==> src/sv/ahpv_pkg.sv <==
`timescale 1ns / 1ps
`default_nettype none

package ahpv_pkg;

   // Parse position within the authority text.
   typedef enum logic [2:0] {
      MODE_START         = 3'd0,
      MODE_PLAIN         = 3'd1,
      MODE_LITERAL       = 3'd2,
      MODE_AFTER_BRACKET = 3'd3,
      MODE_PORT_PLAIN    = 3'd4,
      MODE_PORT_BRACKET  = 3'd5
   } mode_type;

   localparam logic [16:0] PORT_LIMIT      = 17'd65535;
   localparam logic [7:0]  HOST_SATURATE   = 8'd255;
   localparam logic [3:0]  FULL_GROUPS     = 4'd8;
   localparam logic [4:0]  GAP_GROUPS_MAX  = 5'd7;
   localparam logic [3:0]  GROUP_SATURATE  = 4'd15;
   localparam logic [9:0]  OCTET_MAX       = 10'd255;

   localparam logic [7:0]  CHAR_COLON      = 8'h3A;
   localparam logic [7:0]  CHAR_DOT        = 8'h2E;
   localparam logic [7:0]  CHAR_LBRACKET   = 8'h5B;
   localparam logic [7:0]  CHAR_RBRACKET   = 8'h5D;

   localparam int RSP_DATA_WIDTH = 32;

   // Adds one or two groups to a four-bit group count, holding at the top.
   function automatic logic [3:0] add_groups_sat(input logic [3:0] count,
                                                 input logic [1:0] amount);
      logic [4:0] sum;
      sum = {1'b0, count} + {3'b000, amount};
      if (sum > {1'b0, GROUP_SATURATE}) begin
         return GROUP_SATURATE;
      end
      return sum[3:0];
   endfunction

endpackage

`default_nettype wire

==> src/sv/authority_host_port_validator.sv <==
// Flow: an accepted character transfer is registered in the input stage and
//   parsed from there; the result for the last character is then loaded into
//   the result register, which drives rsp.
// Throughput: one character per cycle while the result register can take each result.
// Reset: synchronous, active high; clears the input and result stages and returns
//   the parser to the start of an authority.
`timescale 1ns / 1ps
`default_nettype none

module authority_host_port_validator
   import ahpv_pkg::*;
(
   input  wire logic                      clock,
   input  wire logic                      reset,
   input  wire logic                      req_tvalid,
   output      logic                      req_tready,
   input  wire logic [7:0]                req_tdata,  // [7:0] char_code
   input  wire logic                      req_tuser,  // [0] char_present
   input  wire logic                      req_tlast,  // last
   output      logic                      rsp_tvalid,
   input  wire logic                      rsp_tready,
   // [0] valid_res, [1] host_is_ipv6, [9:2] host_length, [10] port_present,
   // [26:11] port_value, [31:27] zero
   output      logic [RSP_DATA_WIDTH-1:0] rsp_tdata
);

   // The input stage holds one character. It drains whenever it holds a
   // non-final character, or when the result register is free to take the
   // result that a final character produces. The input side is therefore
   // ready again in the same cycle, so a transfer can happen every cycle.

   logic                      s1_valid_ff;
   logic [7:0]                s1_char_ff;
   logic                      s1_present_ff;
   logic                      s1_last_ff;

   logic                      out_free;
   logic                      consume;

   // Parser state.
   mode_type                  mode_ff, mode_in;
   logic                      error_ff, error_in;
   logic [7:0]                host_count_ff, host_count_in;
   logic [2:0]                group_digits_ff, group_digits_in;
   logic [3:0]                groups_before_ff, groups_before_in;
   logic [3:0]                groups_after_ff, groups_after_in;
   logic                      gap_seen_ff, gap_seen_in;
   logic                      prev_colon_ff, prev_colon_in;
   logic [9:0]                group_dec_ff, group_dec_in;
   logic                      group_all_dec_ff, group_all_dec_in;
   logic                      dotted_ff, dotted_in;
   logic [2:0]                octet_count_ff, octet_count_in;
   logic [16:0]               port_acc_ff, port_acc_in;
   logic [2:0]                port_digits_ff, port_digits_in;

   logic                      rsp_valid_ff;
   logic [RSP_DATA_WIDTH-1:0] rsp_data_ff, rsp_data_in;

   assign out_free   = !rsp_valid_ff || rsp_tready;
   assign consume    = s1_valid_ff && (!s1_last_ff || out_free);
   assign req_tready = !s1_valid_ff || consume;
   assign rsp_tvalid = rsp_valid_ff;
   assign rsp_tdata  = rsp_data_ff;

   always_ff @(posedge clock) begin
      if (reset) begin
         s1_valid_ff <= 1'b0;
      end else if (req_tready) begin
         s1_valid_ff <= req_tvalid;
      end
      if (req_tready && req_tvalid) begin
         s1_char_ff    <= req_tdata;
         s1_present_ff <= req_tuser;
         s1_last_ff    <= req_tlast;
      end
   end

   // Next-state logic mirrors the character rules step by step; the working
   // values are updated in order so that later checks see earlier updates.
   always_comb begin
      logic       is_dec;
      logic       is_hex;
      logic       octet_ok;
      logic [3:0] digit;
      logic       result_ok;
      logic       bracket;
      logic       port_shown;

      mode_in          = mode_ff;
      error_in         = error_ff;
      host_count_in    = host_count_ff;
      group_digits_in  = group_digits_ff;
      groups_before_in = groups_before_ff;
      groups_after_in  = groups_after_ff;
      gap_seen_in      = gap_seen_ff;
      prev_colon_in    = prev_colon_ff;
      group_dec_in     = group_dec_ff;
      group_all_dec_in = group_all_dec_ff;
      dotted_in        = dotted_ff;
      octet_count_in   = octet_count_ff;
      port_acc_in      = port_acc_ff;
      port_digits_in   = port_digits_ff;
      rsp_data_in      = '0;
      result_ok        = 1'b0;
      bracket          = 1'b0;
      port_shown       = 1'b0;

      is_dec   = s1_char_ff inside {[8'h30:8'h39]};
      is_hex   = s1_char_ff inside {[8'h30:8'h39], [8'h41:8'h46], [8'h61:8'h66]};
      digit    = s1_char_ff[3:0];
      octet_ok = 1'b0;

      if (s1_present_ff) begin
         case (mode_ff)
            MODE_START: begin
               if (s1_char_ff == CHAR_LBRACKET) begin
                  mode_in       = MODE_LITERAL;
                  host_count_in = host_count_ff + 8'd1;
               end else if (s1_char_ff == CHAR_COLON) begin
                  mode_in = MODE_PORT_PLAIN;
               end else begin
                  mode_in       = MODE_PLAIN;
                  host_count_in = host_count_ff + 8'd1;
               end
            end
            MODE_PLAIN: begin
               if (s1_char_ff == CHAR_COLON) begin
                  mode_in = MODE_PORT_PLAIN;
               end else if (host_count_ff < HOST_SATURATE) begin
                  host_count_in = host_count_ff + 8'd1;
               end
            end
            MODE_LITERAL: begin
               if (host_count_ff < HOST_SATURATE) begin
                  host_count_in = host_count_ff + 8'd1;
               end
               octet_ok = (group_digits_ff >= 3'd1) && (group_digits_ff <= 3'd3) &&
                          (group_dec_ff <= OCTET_MAX);
               if (s1_char_ff == CHAR_RBRACKET) begin
                  // Close the literal: account for the final group, then
                  // check the total group count.
                  if (prev_colon_ff) begin
                     if (!(gap_seen_ff && groups_after_ff == 4'd0)) begin
                        error_in = 1'b1;
                     end
                  end else if (dotted_ff) begin
                     if (!octet_ok || octet_count_ff != 3'd3) begin
                        error_in = 1'b1;
                     end else if (gap_seen_ff) begin
                        groups_after_in = add_groups_sat(groups_after_ff, 2'd2);
                     end else begin
                        groups_before_in = add_groups_sat(groups_before_ff, 2'd2);
                     end
                  end else if (group_digits_ff != 3'd0) begin
                     if (gap_seen_ff) begin
                        groups_after_in = add_groups_sat(groups_after_ff, 2'd1);
                     end else begin
                        groups_before_in = add_groups_sat(groups_before_ff, 2'd1);
                     end
                  end
                  if (gap_seen_ff) begin
                     if ({1'b0, groups_before_in} + {1'b0, groups_after_in} >
                         GAP_GROUPS_MAX) begin
                        error_in = 1'b1;
                     end
                  end else if (groups_before_in != FULL_GROUPS) begin
                     error_in = 1'b1;
                  end
                  mode_in = MODE_AFTER_BRACKET;
               end else if (s1_char_ff == CHAR_COLON) begin
                  if (dotted_ff) begin
                     error_in = 1'b1;
                  end else if (prev_colon_ff) begin
                     if (gap_seen_ff) begin
                        error_in = 1'b1;
                     end else begin
                        gap_seen_in = 1'b1;
                     end
                  end else if (group_digits_ff != 3'd0) begin
                     if (gap_seen_ff) begin
                        groups_after_in = add_groups_sat(groups_after_ff, 2'd1);
                     end else begin
                        groups_before_in = add_groups_sat(groups_before_ff, 2'd1);
                     end
                  end
                  group_digits_in  = 3'd0;
                  group_dec_in     = 10'd0;
                  group_all_dec_in = 1'b1;
                  prev_colon_in    = 1'b1;
               end else if (s1_char_ff == CHAR_DOT) begin
                  if (group_digits_ff == 3'd0 || prev_colon_ff) begin
                     error_in = 1'b1;
                  end else if (!dotted_ff) begin
                     if (!group_all_dec_ff || !octet_ok) begin
                        error_in = 1'b1;
                     end
                     dotted_in      = 1'b1;
                     octet_count_in = 3'd1;
                  end else if (!octet_ok || octet_count_ff >= 3'd3) begin
                     error_in = 1'b1;
                  end else begin
                     octet_count_in = octet_count_ff + 3'd1;
                  end
                  group_digits_in  = 3'd0;
                  group_dec_in     = 10'd0;
                  group_all_dec_in = 1'b1;
               end else if (is_hex) begin
                  // A single leading colon is not allowed.
                  if (prev_colon_ff && !gap_seen_ff && groups_before_ff == 4'd0) begin
                     error_in = 1'b1;
                  end
                  prev_colon_in = 1'b0;
                  if (dotted_ff && !is_dec) begin
                     error_in = 1'b1;
                  end
                  if (!is_dec) begin
                     group_all_dec_in = 1'b0;
                  end
                  if (group_digits_ff < 3'd5) begin
                     group_digits_in = group_digits_ff + 3'd1;
                  end
                  if (group_digits_in > 3'd4) begin
                     error_in = 1'b1;
                  end
                  if (is_dec && group_all_dec_in && group_digits_in <= 3'd3) begin
                     group_dec_in = (group_dec_ff << 3) + (group_dec_ff << 1) +
                                    {6'd0, digit};
                  end
               end else begin
                  error_in = 1'b1;
               end
            end
            MODE_AFTER_BRACKET: begin
               if (s1_char_ff == CHAR_COLON) begin
                  mode_in = MODE_PORT_BRACKET;
               end else begin
                  error_in = 1'b1;
               end
            end
            default: begin
               // Port digits, in either port mode.
               if (!is_dec) begin
                  error_in = 1'b1;
               end else begin
                  if (port_digits_ff < 3'd6) begin
                     port_digits_in = port_digits_ff + 3'd1;
                  end
                  if (port_digits_in > 3'd5) begin
                     error_in = 1'b1;
                  end else begin
                     port_acc_in = (port_acc_ff << 3) + (port_acc_ff << 1) +
                                   {13'd0, digit};
                  end
               end
            end
         endcase
      end

      if (s1_last_ff) begin
         if (mode_in == MODE_LITERAL) begin
            error_in = 1'b1;
         end
         if (port_digits_in != 3'd0 && port_acc_in > PORT_LIMIT) begin
            error_in = 1'b1;
         end
         result_ok  = !error_in;
         bracket    = (mode_in == MODE_LITERAL) || (mode_in == MODE_AFTER_BRACKET) ||
                      (mode_in == MODE_PORT_BRACKET);
         port_shown = result_ok && (port_digits_in != 3'd0);
         rsp_data_in[0]     = result_ok;
         rsp_data_in[1]     = bracket;
         rsp_data_in[9:2]   = host_count_in;
         rsp_data_in[10]    = port_shown;
         rsp_data_in[26:11] = port_shown ? port_acc_in[15:0] : 16'd0;

         // The authority is complete: start over for the next one.
         mode_in          = MODE_START;
         error_in         = 1'b0;
         host_count_in    = 8'd0;
         group_digits_in  = 3'd0;
         groups_before_in = 4'd0;
         groups_after_in  = 4'd0;
         gap_seen_in      = 1'b0;
         prev_colon_in    = 1'b0;
         group_dec_in     = 10'd0;
         group_all_dec_in = 1'b1;
         dotted_in        = 1'b0;
         octet_count_in   = 3'd0;
         port_acc_in      = 17'd0;
         port_digits_in   = 3'd0;
      end
   end

   always_ff @(posedge clock) begin
      if (reset) begin
         mode_ff          <= MODE_START;
         error_ff         <= 1'b0;
         host_count_ff    <= 8'd0;
         group_digits_ff  <= 3'd0;
         groups_before_ff <= 4'd0;
         groups_after_ff  <= 4'd0;
         gap_seen_ff      <= 1'b0;
         prev_colon_ff    <= 1'b0;
         group_dec_ff     <= 10'd0;
         group_all_dec_ff <= 1'b1;
         dotted_ff        <= 1'b0;
         octet_count_ff   <= 3'd0;
         port_acc_ff      <= 17'd0;
         port_digits_ff   <= 3'd0;
      end else if (consume) begin
         mode_ff          <= mode_in;
         error_ff         <= error_in;
         host_count_ff    <= host_count_in;
         group_digits_ff  <= group_digits_in;
         groups_before_ff <= groups_before_in;
         groups_after_ff  <= groups_after_in;
         gap_seen_ff      <= gap_seen_in;
         prev_colon_ff    <= prev_colon_in;
         group_dec_ff     <= group_dec_in;
         group_all_dec_ff <= group_all_dec_in;
         dotted_ff        <= dotted_in;
         octet_count_ff   <= octet_count_in;
         port_acc_ff      <= port_acc_in;
         port_digits_ff   <= port_digits_in;
      end
   end

   // Result register: loaded by a final character, cleared when taken.
   always_ff @(posedge clock) begin
      if (reset) begin
         rsp_valid_ff <= 1'b0;
      end else if (consume && s1_last_ff) begin
         rsp_valid_ff <= 1'b1;
      end else if (rsp_tready) begin
         rsp_valid_ff <= 1'b0;
      end
      if (consume && s1_last_ff) begin
         rsp_data_ff <= rsp_data_in;
      end
   end

endmodule

`default_nettype wire
==> config.mk <==
export PLATFORM = sky130hd
export DESIGN_NAME = authority_host_port_validator
export DESIGN_NICKNAME = d
export VERILOG_FILES = /design/src/sv/ahpv_pkg.sv /design/src/sv/authority_host_port_validator.sv
export SDC_FILE = /design/constraint.sdc
export NUM_CORES = 1
export LEC_CHECK = 0
export BUFFER_PORTS_ARGS = -buffer_cell sky130_fd_sc_hd__buf_4
export CORE_UTILIZATION = 62
export DETAILED_ROUTE_END_ITERATION = 10
export GPL_TIMING_DRIVEN = 0
export PLACE_DENSITY = 0.81
export SETUP_SLACK_MARGIN = 0.15
export SLEW_MARGIN = 20
export SYNTH_ARGS = -nofsm -noshare
export SYNTH_HDL_FRONTEND = slang
export SYNTH_SLANG_ARGS = --single-unit
==> constraint.sdc <==
create_clock -name clock -period 4.7 [get_ports clock]
set_input_delay 0.235 -clock clock [delete_from_list [all_inputs] [get_ports clock]]
set_output_delay 0.235 -clock clock [all_outputs]
set_load 0.01 [all_outputs]
After elaboration in Yosys (flattened, before gate mapping)
Index checks and enable logic that the tools add are counted.

operators by class
  add/subtract/negate cells = 13
  $lt $le $gt $ge = 22
  equality and inequality tests = 21
  multiplexer cells = 216
  reduce and logical (&&, ||, !) cells = 63

operator list
  operator                                                                          number
  4-bit two-way mux                                                                 46
  3-bit two-way mux                                                                 38
  1-bit two-way mux                                                                 110
  17-bit two-way mux                                                                5
  10-bit two-way mux                                                                8
  8-bit two-way mux                                                                 6
  8-bit case mux with 3 select lines                                                1
  8-bit AND reduction                                                               3
  3-bit nonzero test                                                                7
  5-bit by 4-bit > comparator with 1-bit output, second input constant              4
  17-bit adder                                                                      1
  17-bit by 4-bit adder with 17-bit output                                          1
  17-bit by 16-bit > comparator with 1-bit output, second input constant            1
  8-bit by 6-bit equality test with 1-bit output, second input constant             2
  8-bit by 7-bit equality test with 1-bit output, second input constant             2
  8-bit by 7-bit >= comparator with 1-bit output, second input constant             2
  8-bit by 7-bit less-or-equal comparator with 1-bit output, second input constant  2
  1-bit logical AND                                                                 16
  7-bit AND reduction                                                               2
  3-bit by 2-bit equality test with 1-bit output, second input constant             4
  3-bit by 2-bit inequality test with 1-bit output, second input constant           4
  3-bit case mux with 4 select lines                                                1
  6-bit AND reduction                                                               2
  2-bit nonzero test                                                                6
  32 further kinds                                                                  61

storage, ports and cells
  flip-flop bits (word level) = 99
  output and inout port bits = 34
  logic and storage cells = 356

Depth between registers and ports, before layout
Gate-level depths: netlist of run 1.

  word-level depth = 32
  gate-level depth with buffers = 17
  depth with buffers taken out = 16

Worst setup path before layout of run 1
No wires, ideal clock.

  path kind = register -> register
  start = reg s1_char_ff[3]
  end = reg rsp_data_ff[0], in the netlist rsp_tdata[0] (data pin)
  library setup time = 266 ps
  arrival time = 3445 ps
  slack = 989 ps
  cell stages (with the launch flop) = 12
  clock period less this slack = 3711 ps
  cell sequence = edfxtp_1 fa_1 inv_1 fa_1 nor2b_1 o31a_1 o221ai_1 o21ai_0 nor4_1 a211oi_4 buf_2 a21oi_1

between the ends
  cells in the longest elaborated chain, start to end = 16
  elaborated cells between the ends (all ways) = 49

RTL lines
  element                                                                                            RTL line                              RTL
  start: declaration                                                                                 authority_host_port_validator.sv:33   logic [7:0] s1_char_ff;
  start signal: assignment                                                                           authority_host_port_validator.sv:72   s1_char_ff <= req_tdata;
  parallel branches: the longest is 13 deep, another holds 17-bit by 4-bit adder with 17-bit output  -
  1-bit two-way mux (*)                                                                              authority_host_port_validator.sv:263  if (port_digits_in != 3'd0 && port_acc_in > PORT_LIMIT) begin
  1-bit two-way mux (*)                                                                              authority_host_port_validator.sv:259  if (s1_last_ff) begin
  1-bit zero test (*)                                                                                authority_host_port_validator.sv:266  result_ok = !error_in;
  end signal: assignment                                                                             authority_host_port_validator.sv:338  rsp_data_ff <= rsp_data_in;
  end: declaration                                                                                   authority_host_port_validator.sv:57   logic [RSP_DATA_WIDTH-1:0] rsp_data_ff, rsp_data_in;

Mark *: on every way between the ends. The select of a mux whose other input is x is not followed.
A chain may end at the register's enable or synchronous reset.

Final worst setup path of run 1
Same ends and word-level chain as after synthesis.

==> results of run 1 <==
what timing repair did:
action,4_1_cts,5_1_grt
resized for setup,0,1
hold endpoints to repair,0,0
hold buffers,0,0
setup endpoints to repair,0,10
worst paths after layout:
| path | to | startpoint | depth (start not counted) |
|---|---|---|---|
| setup / recovery | rsp_tdata[0]$_SDFFCE_PN0P_ | s1_char_ff[3]$_DFFE_PP_ | 11 |
| hold / removal | s1_char_ff[3]$_DFFE_PP_ | req_tdata[3] | 1 |
| setup reg to reg | rsp_tdata[0]$_SDFFCE_PN0P_ | s1_char_ff[3]$_DFFE_PP_ | 11 |
| hold reg to reg | group_dec_ff[9]$_SDFFE_PP0P_ | group_dec_ff[9]$_SDFFE_PP0P_ | 2 |
layout make-up:
| type | count | share of cell area |
|---|---|---|
| Sequential cell | 99 | 0.292 |
| Multi-Input combinational cell | 657 | 0.569 |
| Tap cell | 143 | 0.0222 |
| Inverter | 34 | 0.0158 |
| Clock buffer | 12 | 0.0306 |
| Clock inverter | 4 | 0.00606 |
| Buffer | 46 | 0.0252 |
| Timing Repair Buffer | 42 | 0.0391 |
registers in the layout (all words and copies together) (netlist names), 4 cells and up:
signal            count
s1_char_ff            8
rsp_tdata            27
port_acc_ff          17
groups_before_ff      4
host_count_ff         8
group_dec_ff         10
groups_after_ff       4
cell usage in the layout (no fill, tap or decap), types with 5 or more instances in the layout:
| cell | n |
|---|---|
| nor2_1 | 91 |
| ha_1 | 63 |
| a21oi_1 | 62 |
| dfxtp_1 | 62 |
| nand2_1 | 50 |
| buf_4 | 47 |
| o21ai_0 | 40 |
| clkbuf_1 | 38 |
| edfxtp_1 | 37 |
| inv_1 | 34 |
| nor3_1 | 28 |
| mux2i_1 | 24 |
| a22oi_1 | 24 |
| nand3_1 | 21 |
| xnor2_1 | 20 |
| nor2b_1 | 14 |
| and2_1 | 13 |
| a211oi_1 | 10 |
| or3_1 | 9 |
| o21a_1 | 9 |
| nor3_2 | 9 |
| clkbuf_16 | 9 |
| a31oi_1 | 8 |
| nand2b_1 | 8 |
| nor4_1 | 8 |
| o31ai_1 | 8 |
| nand4_1 | 7 |
| o211ai_1 | 7 |
| nor4b_1 | 5 |
| or2_2 | 5 |
| and3_1 | 5 |
| xor2_1 | 5 |
| conb_1 | 5 |
layer usage:
metal  up-vias  wire [um]  global-route usage
met1      3199       8030               0.422
met5         -          0                   0
met4         0        644               0.172
li1       3208          -                   -
met2       333       9190               0.542
met3        55       1580              0.0547
kinds of logic after synthesis:
logic type,after synthesis,synth area share
flip-flops,99,0.325
AO/OA/AOI/OAI,235,0.222
buffers and inverters,80,0.0456
AND/OR/NAND/NOR,300,0.222
adder cells (fa/ha/maj),67,0.120
multiplexers,25,0.0347
XOR/XNOR,25,0.0302
other,1,0.000518
through the flow:
step,util,power (W),setup WS [ns],cells
3_3_place_gp,0.679,0.00106,0.390,1021
3_5_place_dp,0.680,0.00107,0.337,1021
4_1_cts,0.706,0.00181,0.280,1037
2_1_floorplan,-,0.00101,0.989,836
5_1_grt,0.706,0.00186,0.267,1037
6_report,0.706,0.00182,0.456,1037
power by group:
group	internal (W)	switching [W]	total, W
clock network	0.000428	0.000338	0.000766
registers	0.000901	0.0000131	0.000914
logic	0.0000473	0.0000921	0.000139
==> run metrics, run 1 <==
Root Driver clkbuf_16; Pre-antenna DRT Iters 6; DIE AREA 12100 um^2; Avg Inst Size Synth 8.71 um^2; routed len/inst 18.8 um; critical path startpoint category flip-flop; Sequential Area 2350 um^2; YS warnings 0; finished layout cell area 8060 um^2; Total Wirelength 19400 um; placed inst area 7760 um^2; Die W 110 um; most frequent cell after synthesis nor2_1; Vias per Instance 6.55; drt drc 0; Slew Viols, Final 0; RSZ-0062 raised after global routing false; Hold Vio Cnt, Final 0; Max VDD drop 0.233 mV; GRT Util Overall 0.332; Synth area leaders dfxtp_1 17%, edfxtp_1 15%, ha_1 11%; Final Critical Period ~4.2 ns; row count 39; Post-synth top flop dfxtp_1; Max stage delay cell, worst path fa_1; WP buf/inv 2; first-pass GRT wire length 31000 um; CP arrival between 4 and 5 ns; top post-synthesis cells by count 91 x nor2_1, 63 x ha_1, 62 x a21oi_1, 62 x dfxtp_1, 50 x nand2_1; clock-pin slew on the worst setup and hold paths roughly 0.070 ns; Rel. slew slack 0.375; Core Area 11400 um^2; vias in the first global route 6388; layout cell share with drive strength beyond 1 0.113; CTS buffer count 9; worst-path fanout max 10; fmax about 0.24 GHz; ys async rst share 0; cell area after synthesis 7240 um^2; Setup Buffers After CTS 0; outcome finished clean; crit-path cells fa_1 -> inv_1 -> fa_1 -> nor2b_1 -> o31a_1 -> o221ai_1 -> o21ai_1 -> nor4_1 -> a211oi_4 -> buf_2 -> a21oi_1; Multi-input gate area 4580 um^2; number of nets in the layout a little under 1000; Netlist cell types 85; fillers 906; Critical Setup Path Class reg -> reg; clk_skew 0.00907 ns; flop2flop setup slack approximately 0.46 ns; grt ovf 0; register area share after synthesis 0.325; hold_ws 0.0535 ns; Hold WC Path Type in -> reg; largest net degree at the start of global routing 30; CTS H-tree lvls 3; antenna-violating nets left 0; Post-synth EDFFs 37; Req. time, crit path 4.79 ns; Max-Cap Viols 0; Setup TNS 0 ns; ant diodes 0; number of synthesized register bits 99; P_leak 3.09 nW; Tightest Pin Transition 0.929 ns; clock latency at the later pin of the worst-skew pair 0.36 ns; final setup violating endpoints 0; CP delay by family, top compound AO/OA/AOI/OAI gates; chip height 110 um; CTS tree yes; Vias 6795; period utilization 0.903; initial antenna violation count 0; Pwr Density 226 nW/um^2; Initial Util 0.634; CTS Buffer Depth 2; max incr delay on CP 0.61 ns; dpl hpwl between 10000 and 15000 um; top-level I/O count 48; top cell type's share of synthesized area 0.171; DRT iter0 DRCs 599; Area Overhead vs Synth 11.2%; Placer Congestion 0.986; clk sink count 99; PortBufs 42; crit-path most repeated cell fa_1; crit end category flip-flop; post-synth top area cell dfxtp_1; Syn Inst Count 832
Power figures use the tool's default switching activity.
==> run 2, diff against run 1 <==
Settings changed: CORE_UTILIZATION 62 to 64, CTS_BUF_LIST set to sky130_fd_sc_hd__clkbuf_4 sky130_fd_sc_hd__clkbuf_8, PLACE_DENSITY 0.81 to 0.84.
==> run metrics, run 2 (synthesized netlist as in run 1, its figures left out) <==
outcome finished clean; Vias 6873 (+1.1%); reg2reg end rsp_tdata[0]$_SDFFCE_PN0P_; Seq pwr share 0.517 (+0.015); instance count on the critical path 11 (unchanged); CP delay by family, top compound AO/OA/AOI/OAI gates; crit-path cells fa_1 -> inv_1 -> fa_1 -> nor2b_1 -> o31a_1 -> o221ai_1 -> o21ai_1 -> nor4_1 -> a211oi_4 -> buf_2 -> a21oi_1; largest net degree at the start of global routing 30 (unchanged); reg-to-reg startpoint s1_char_ff[3]$_DFFE_PP_; antenna-violating nets left 0 (unchanged); Setup TNS 0 ns (unchanged); Max-Cap Viols 0 (unchanged); flop2flop setup slack 0.38 ns (-0.07 ns); Area Overhead vs Synth 11.0%; first-pass GRT wire length 32700 um (+5.4%); Core Area 10900 um^2 (-4.2%); number of nets in the layout 973 (+0.31%); Hold Vio Cnt, Final 0 (unchanged); Die W 108 um (-1.5%); Max VDD drop 0.244 mV (+4.6%); Critical path origin s1_char_ff[3]$_DFFE_PP_; row count 38 (-2.6%); clock latency at the later pin of the worst-skew pair 0.40 ns (+0.04 ns); CTS tree yes; layout cell share with drive strength beyond 1 0.115 (+0.00185); top-level I/O count 48 (unchanged); clock-pin slew on the worst setup and hold paths 0.10 ns (+0.03 ns); dpl hpwl 14600 um (+2.3%); Tightest Pin Transition 0.964 ns (+0.0353 ns); clk_skew 0.0111 ns (+0.00204 ns); Final Critical Period 4.32 ns (+0.0744 ns); Setup Buffers After CTS 0 (unchanged); CTS Buffer Depth 2 (unchanged); max incr delay on CP 0.62 ns (about the same); final setup violating endpoints 0 (unchanged); Root Driver clkbuf_8; Critical Setup Path Class reg -> reg; drt drc 0 (unchanged); max reg flops 27 (unchanged); Clock power frac 0.402 (-0.019); most frequent cells in the layout 91 x nor2_1, 63 x ha_1, 62 x a21oi_1, 62 x dfxtp_1, 50 x nand2_1; Sw Pwr 0.000440 W (-0.68%); DIE AREA 11700 um^2 (-3.1%); FF-to-FF path depth 11 (unchanged); Initial Util 0.662 (+0.0280); crit-path most repeated cell fa_1; initial antenna violation count 0 (unchanged); combinational power share 0.081 (+0.004); clk sink count 99 (unchanged); Pre-antenna DRT Iters 9 (+3); CP arrival 4.46 ns (+0.13 ns); switching share of power 0.249 (+0.00528); vias in the first global route 6822 (+6.8%); chip height 108 um (-1.5%); ant diodes 0 (unchanged); crit end category flip-flop; Placer Congestion 0.938 (-4.9%); Vias per Instance 6.63 (+1.1%); Rel. slew slack 0.351 (-0.0238); RSZ-0062 raised after global routing false; fillers 806 (-11%); worst-path fanout max 10 (unchanged); dpl cells 1018 (-0.29%); Pint 0.00133 W (-3.5%); Worst Setup EP rsp_tdata[0]$_SDFFCE_PN0P_; DRT iter0 DRCs 695 (+16%); period utilization 0.919 (+0.0158); CTS H-tree lvls 3 (unchanged); routed len/inst 19.5 um (+4.2%); GRT Util Overall 0.358 (+0.0257); Pwr Density 220 nW/um^2 (-2.6%); Layout Cells excl Fill 1037 (unchanged); critical path startpoint category flip-flop; most common cell after layout, fill and taps aside nor2_1; CTS buffer count 9 (unchanged); Hold WC Path Type in -> reg; WP buf/inv 2 (unchanged); PortBufs 42 (unchanged); fmax 0.232 GHz (-1.7%); Total Wirelength 20300 um (+4.2%); P_leak 3.08 nW (-0.17%); Req. time, crit path 4.84 ns (+0.05 ns); Slew Viols, Final 0 (unchanged); Hold Crit Start req_tdata[3]; grt ovf 0 (unchanged); Max stage delay cell, worst path fa_1
==> run 2: cell types whose count changed in the layout (fill, tap and decap cells not counted), sizes merged <==
| cell | previous run | this run |
|---|---|---|
| clkinv | 2 | 1 |
| clkbuf | 48 | 47 |
| dlygate4sd3 | 0 | 3 |
| bufinv | 1 | 3 |
==> run 2: stage by stage <==
step | hold slack, ns | util | setup WS, ns | area [um^2] | total power (W)
floorplan | 0.334 | - | 0.989 | 7260 | 0.00101
global route | 0.00156 | 0.735 | 0.214 | 8040 | 0.00181
finish | 0.00735 | 0.735 | 0.382 | 8040 | 0.00177
detailed placement | 0.415 | 0.709 | 0.273 | 7760 | 0.00107
CTS | 0.0000703 | 0.735 | 0.245 | 8040 | 0.00176
global placement | 0.415 | 0.709 | 0.411 | 7750 | 0.00106
==> run 2: worst min path at each step <==
stage	endpoint	slack (ns)	depth (start not counted)
global route	s1_char_ff[3]$_DFFE_PP_	0.002	1
finish	s1_char_ff[3]$_DFFE_PP_	0.007	1
detailed placement	s1_char_ff[2]$_DFFE_PP_	0.41	1
floorplan	s1_char_ff[0]$_DFFE_PP_	0.33	0
global placement	s1_char_ff[4]$_DFFE_PP_	0.41	1
CTS	s1_char_ff[3]$_DFFE_PP_	0.00007	1
==> run 2: layer usage <==
layer  vias to the layer above  global-route usage  share of wire
li1                       3210                   -              -
met4                         0               0.190          0.036
met5                         -                   0              0
met3                        67              0.0675          0.083
met1                      3263               0.438           0.41
met2                       333               0.595           0.48
==> run 2: power by group through the flow <==
| stage | clock network (W) | registers (W) | logic (W) |
|---|---|---|---|
| global route | 0.000740 | 0.000916 | 0.000155 |
| finish | 0.000712 | 0.000913 | 0.000143 |
| detailed placement | 0 | 0.000933 | 0.000136 |
| global placement | 0 | 0.000932 | 0.000132 |
| floorplan | 0 | 0.000932 | 0.0000828 |
| CTS | 0.000711 | 0.000913 | 0.000139 |
==> run 2: area by class of cell <==
cell class	count	area, um^2	area share
multi-input cells	657	4580	0.570
flip-flops and latches	99	2350	0.292
repair buffers	45	345	0.0429
plain buffers	46	203	0.0252
well taps	140	175	0.0218
clock buffers	11	145	0.0180
inverters	34	128	0.0159
clock inverters	5	110	0.0137
==> run 2: worst register-to-register path, cell delays in order, from the launching register on <==
cell      delay, ns
edfxtp_1       0.56
fa_1           0.62
inv_1          0.07
fa_1           0.46
nor2b_1        0.19
o31a_1         0.21
o221ai_1       0.23
o21ai_1        0.47
nor4_1         0.18
a211oi_4       0.55
buf_2          0.40
a21oi_1        0.11
==> run 2: timing repair <==
| item | 4_1_cts | 5_1_grt |
|---|---|---|
| setup endpoints to repair | 0 | 10 |
| hold endpoints to repair | 3 | 0 |
| hold buffers | 3 | 0 |
| gates resized for setup | 0 | 1 |
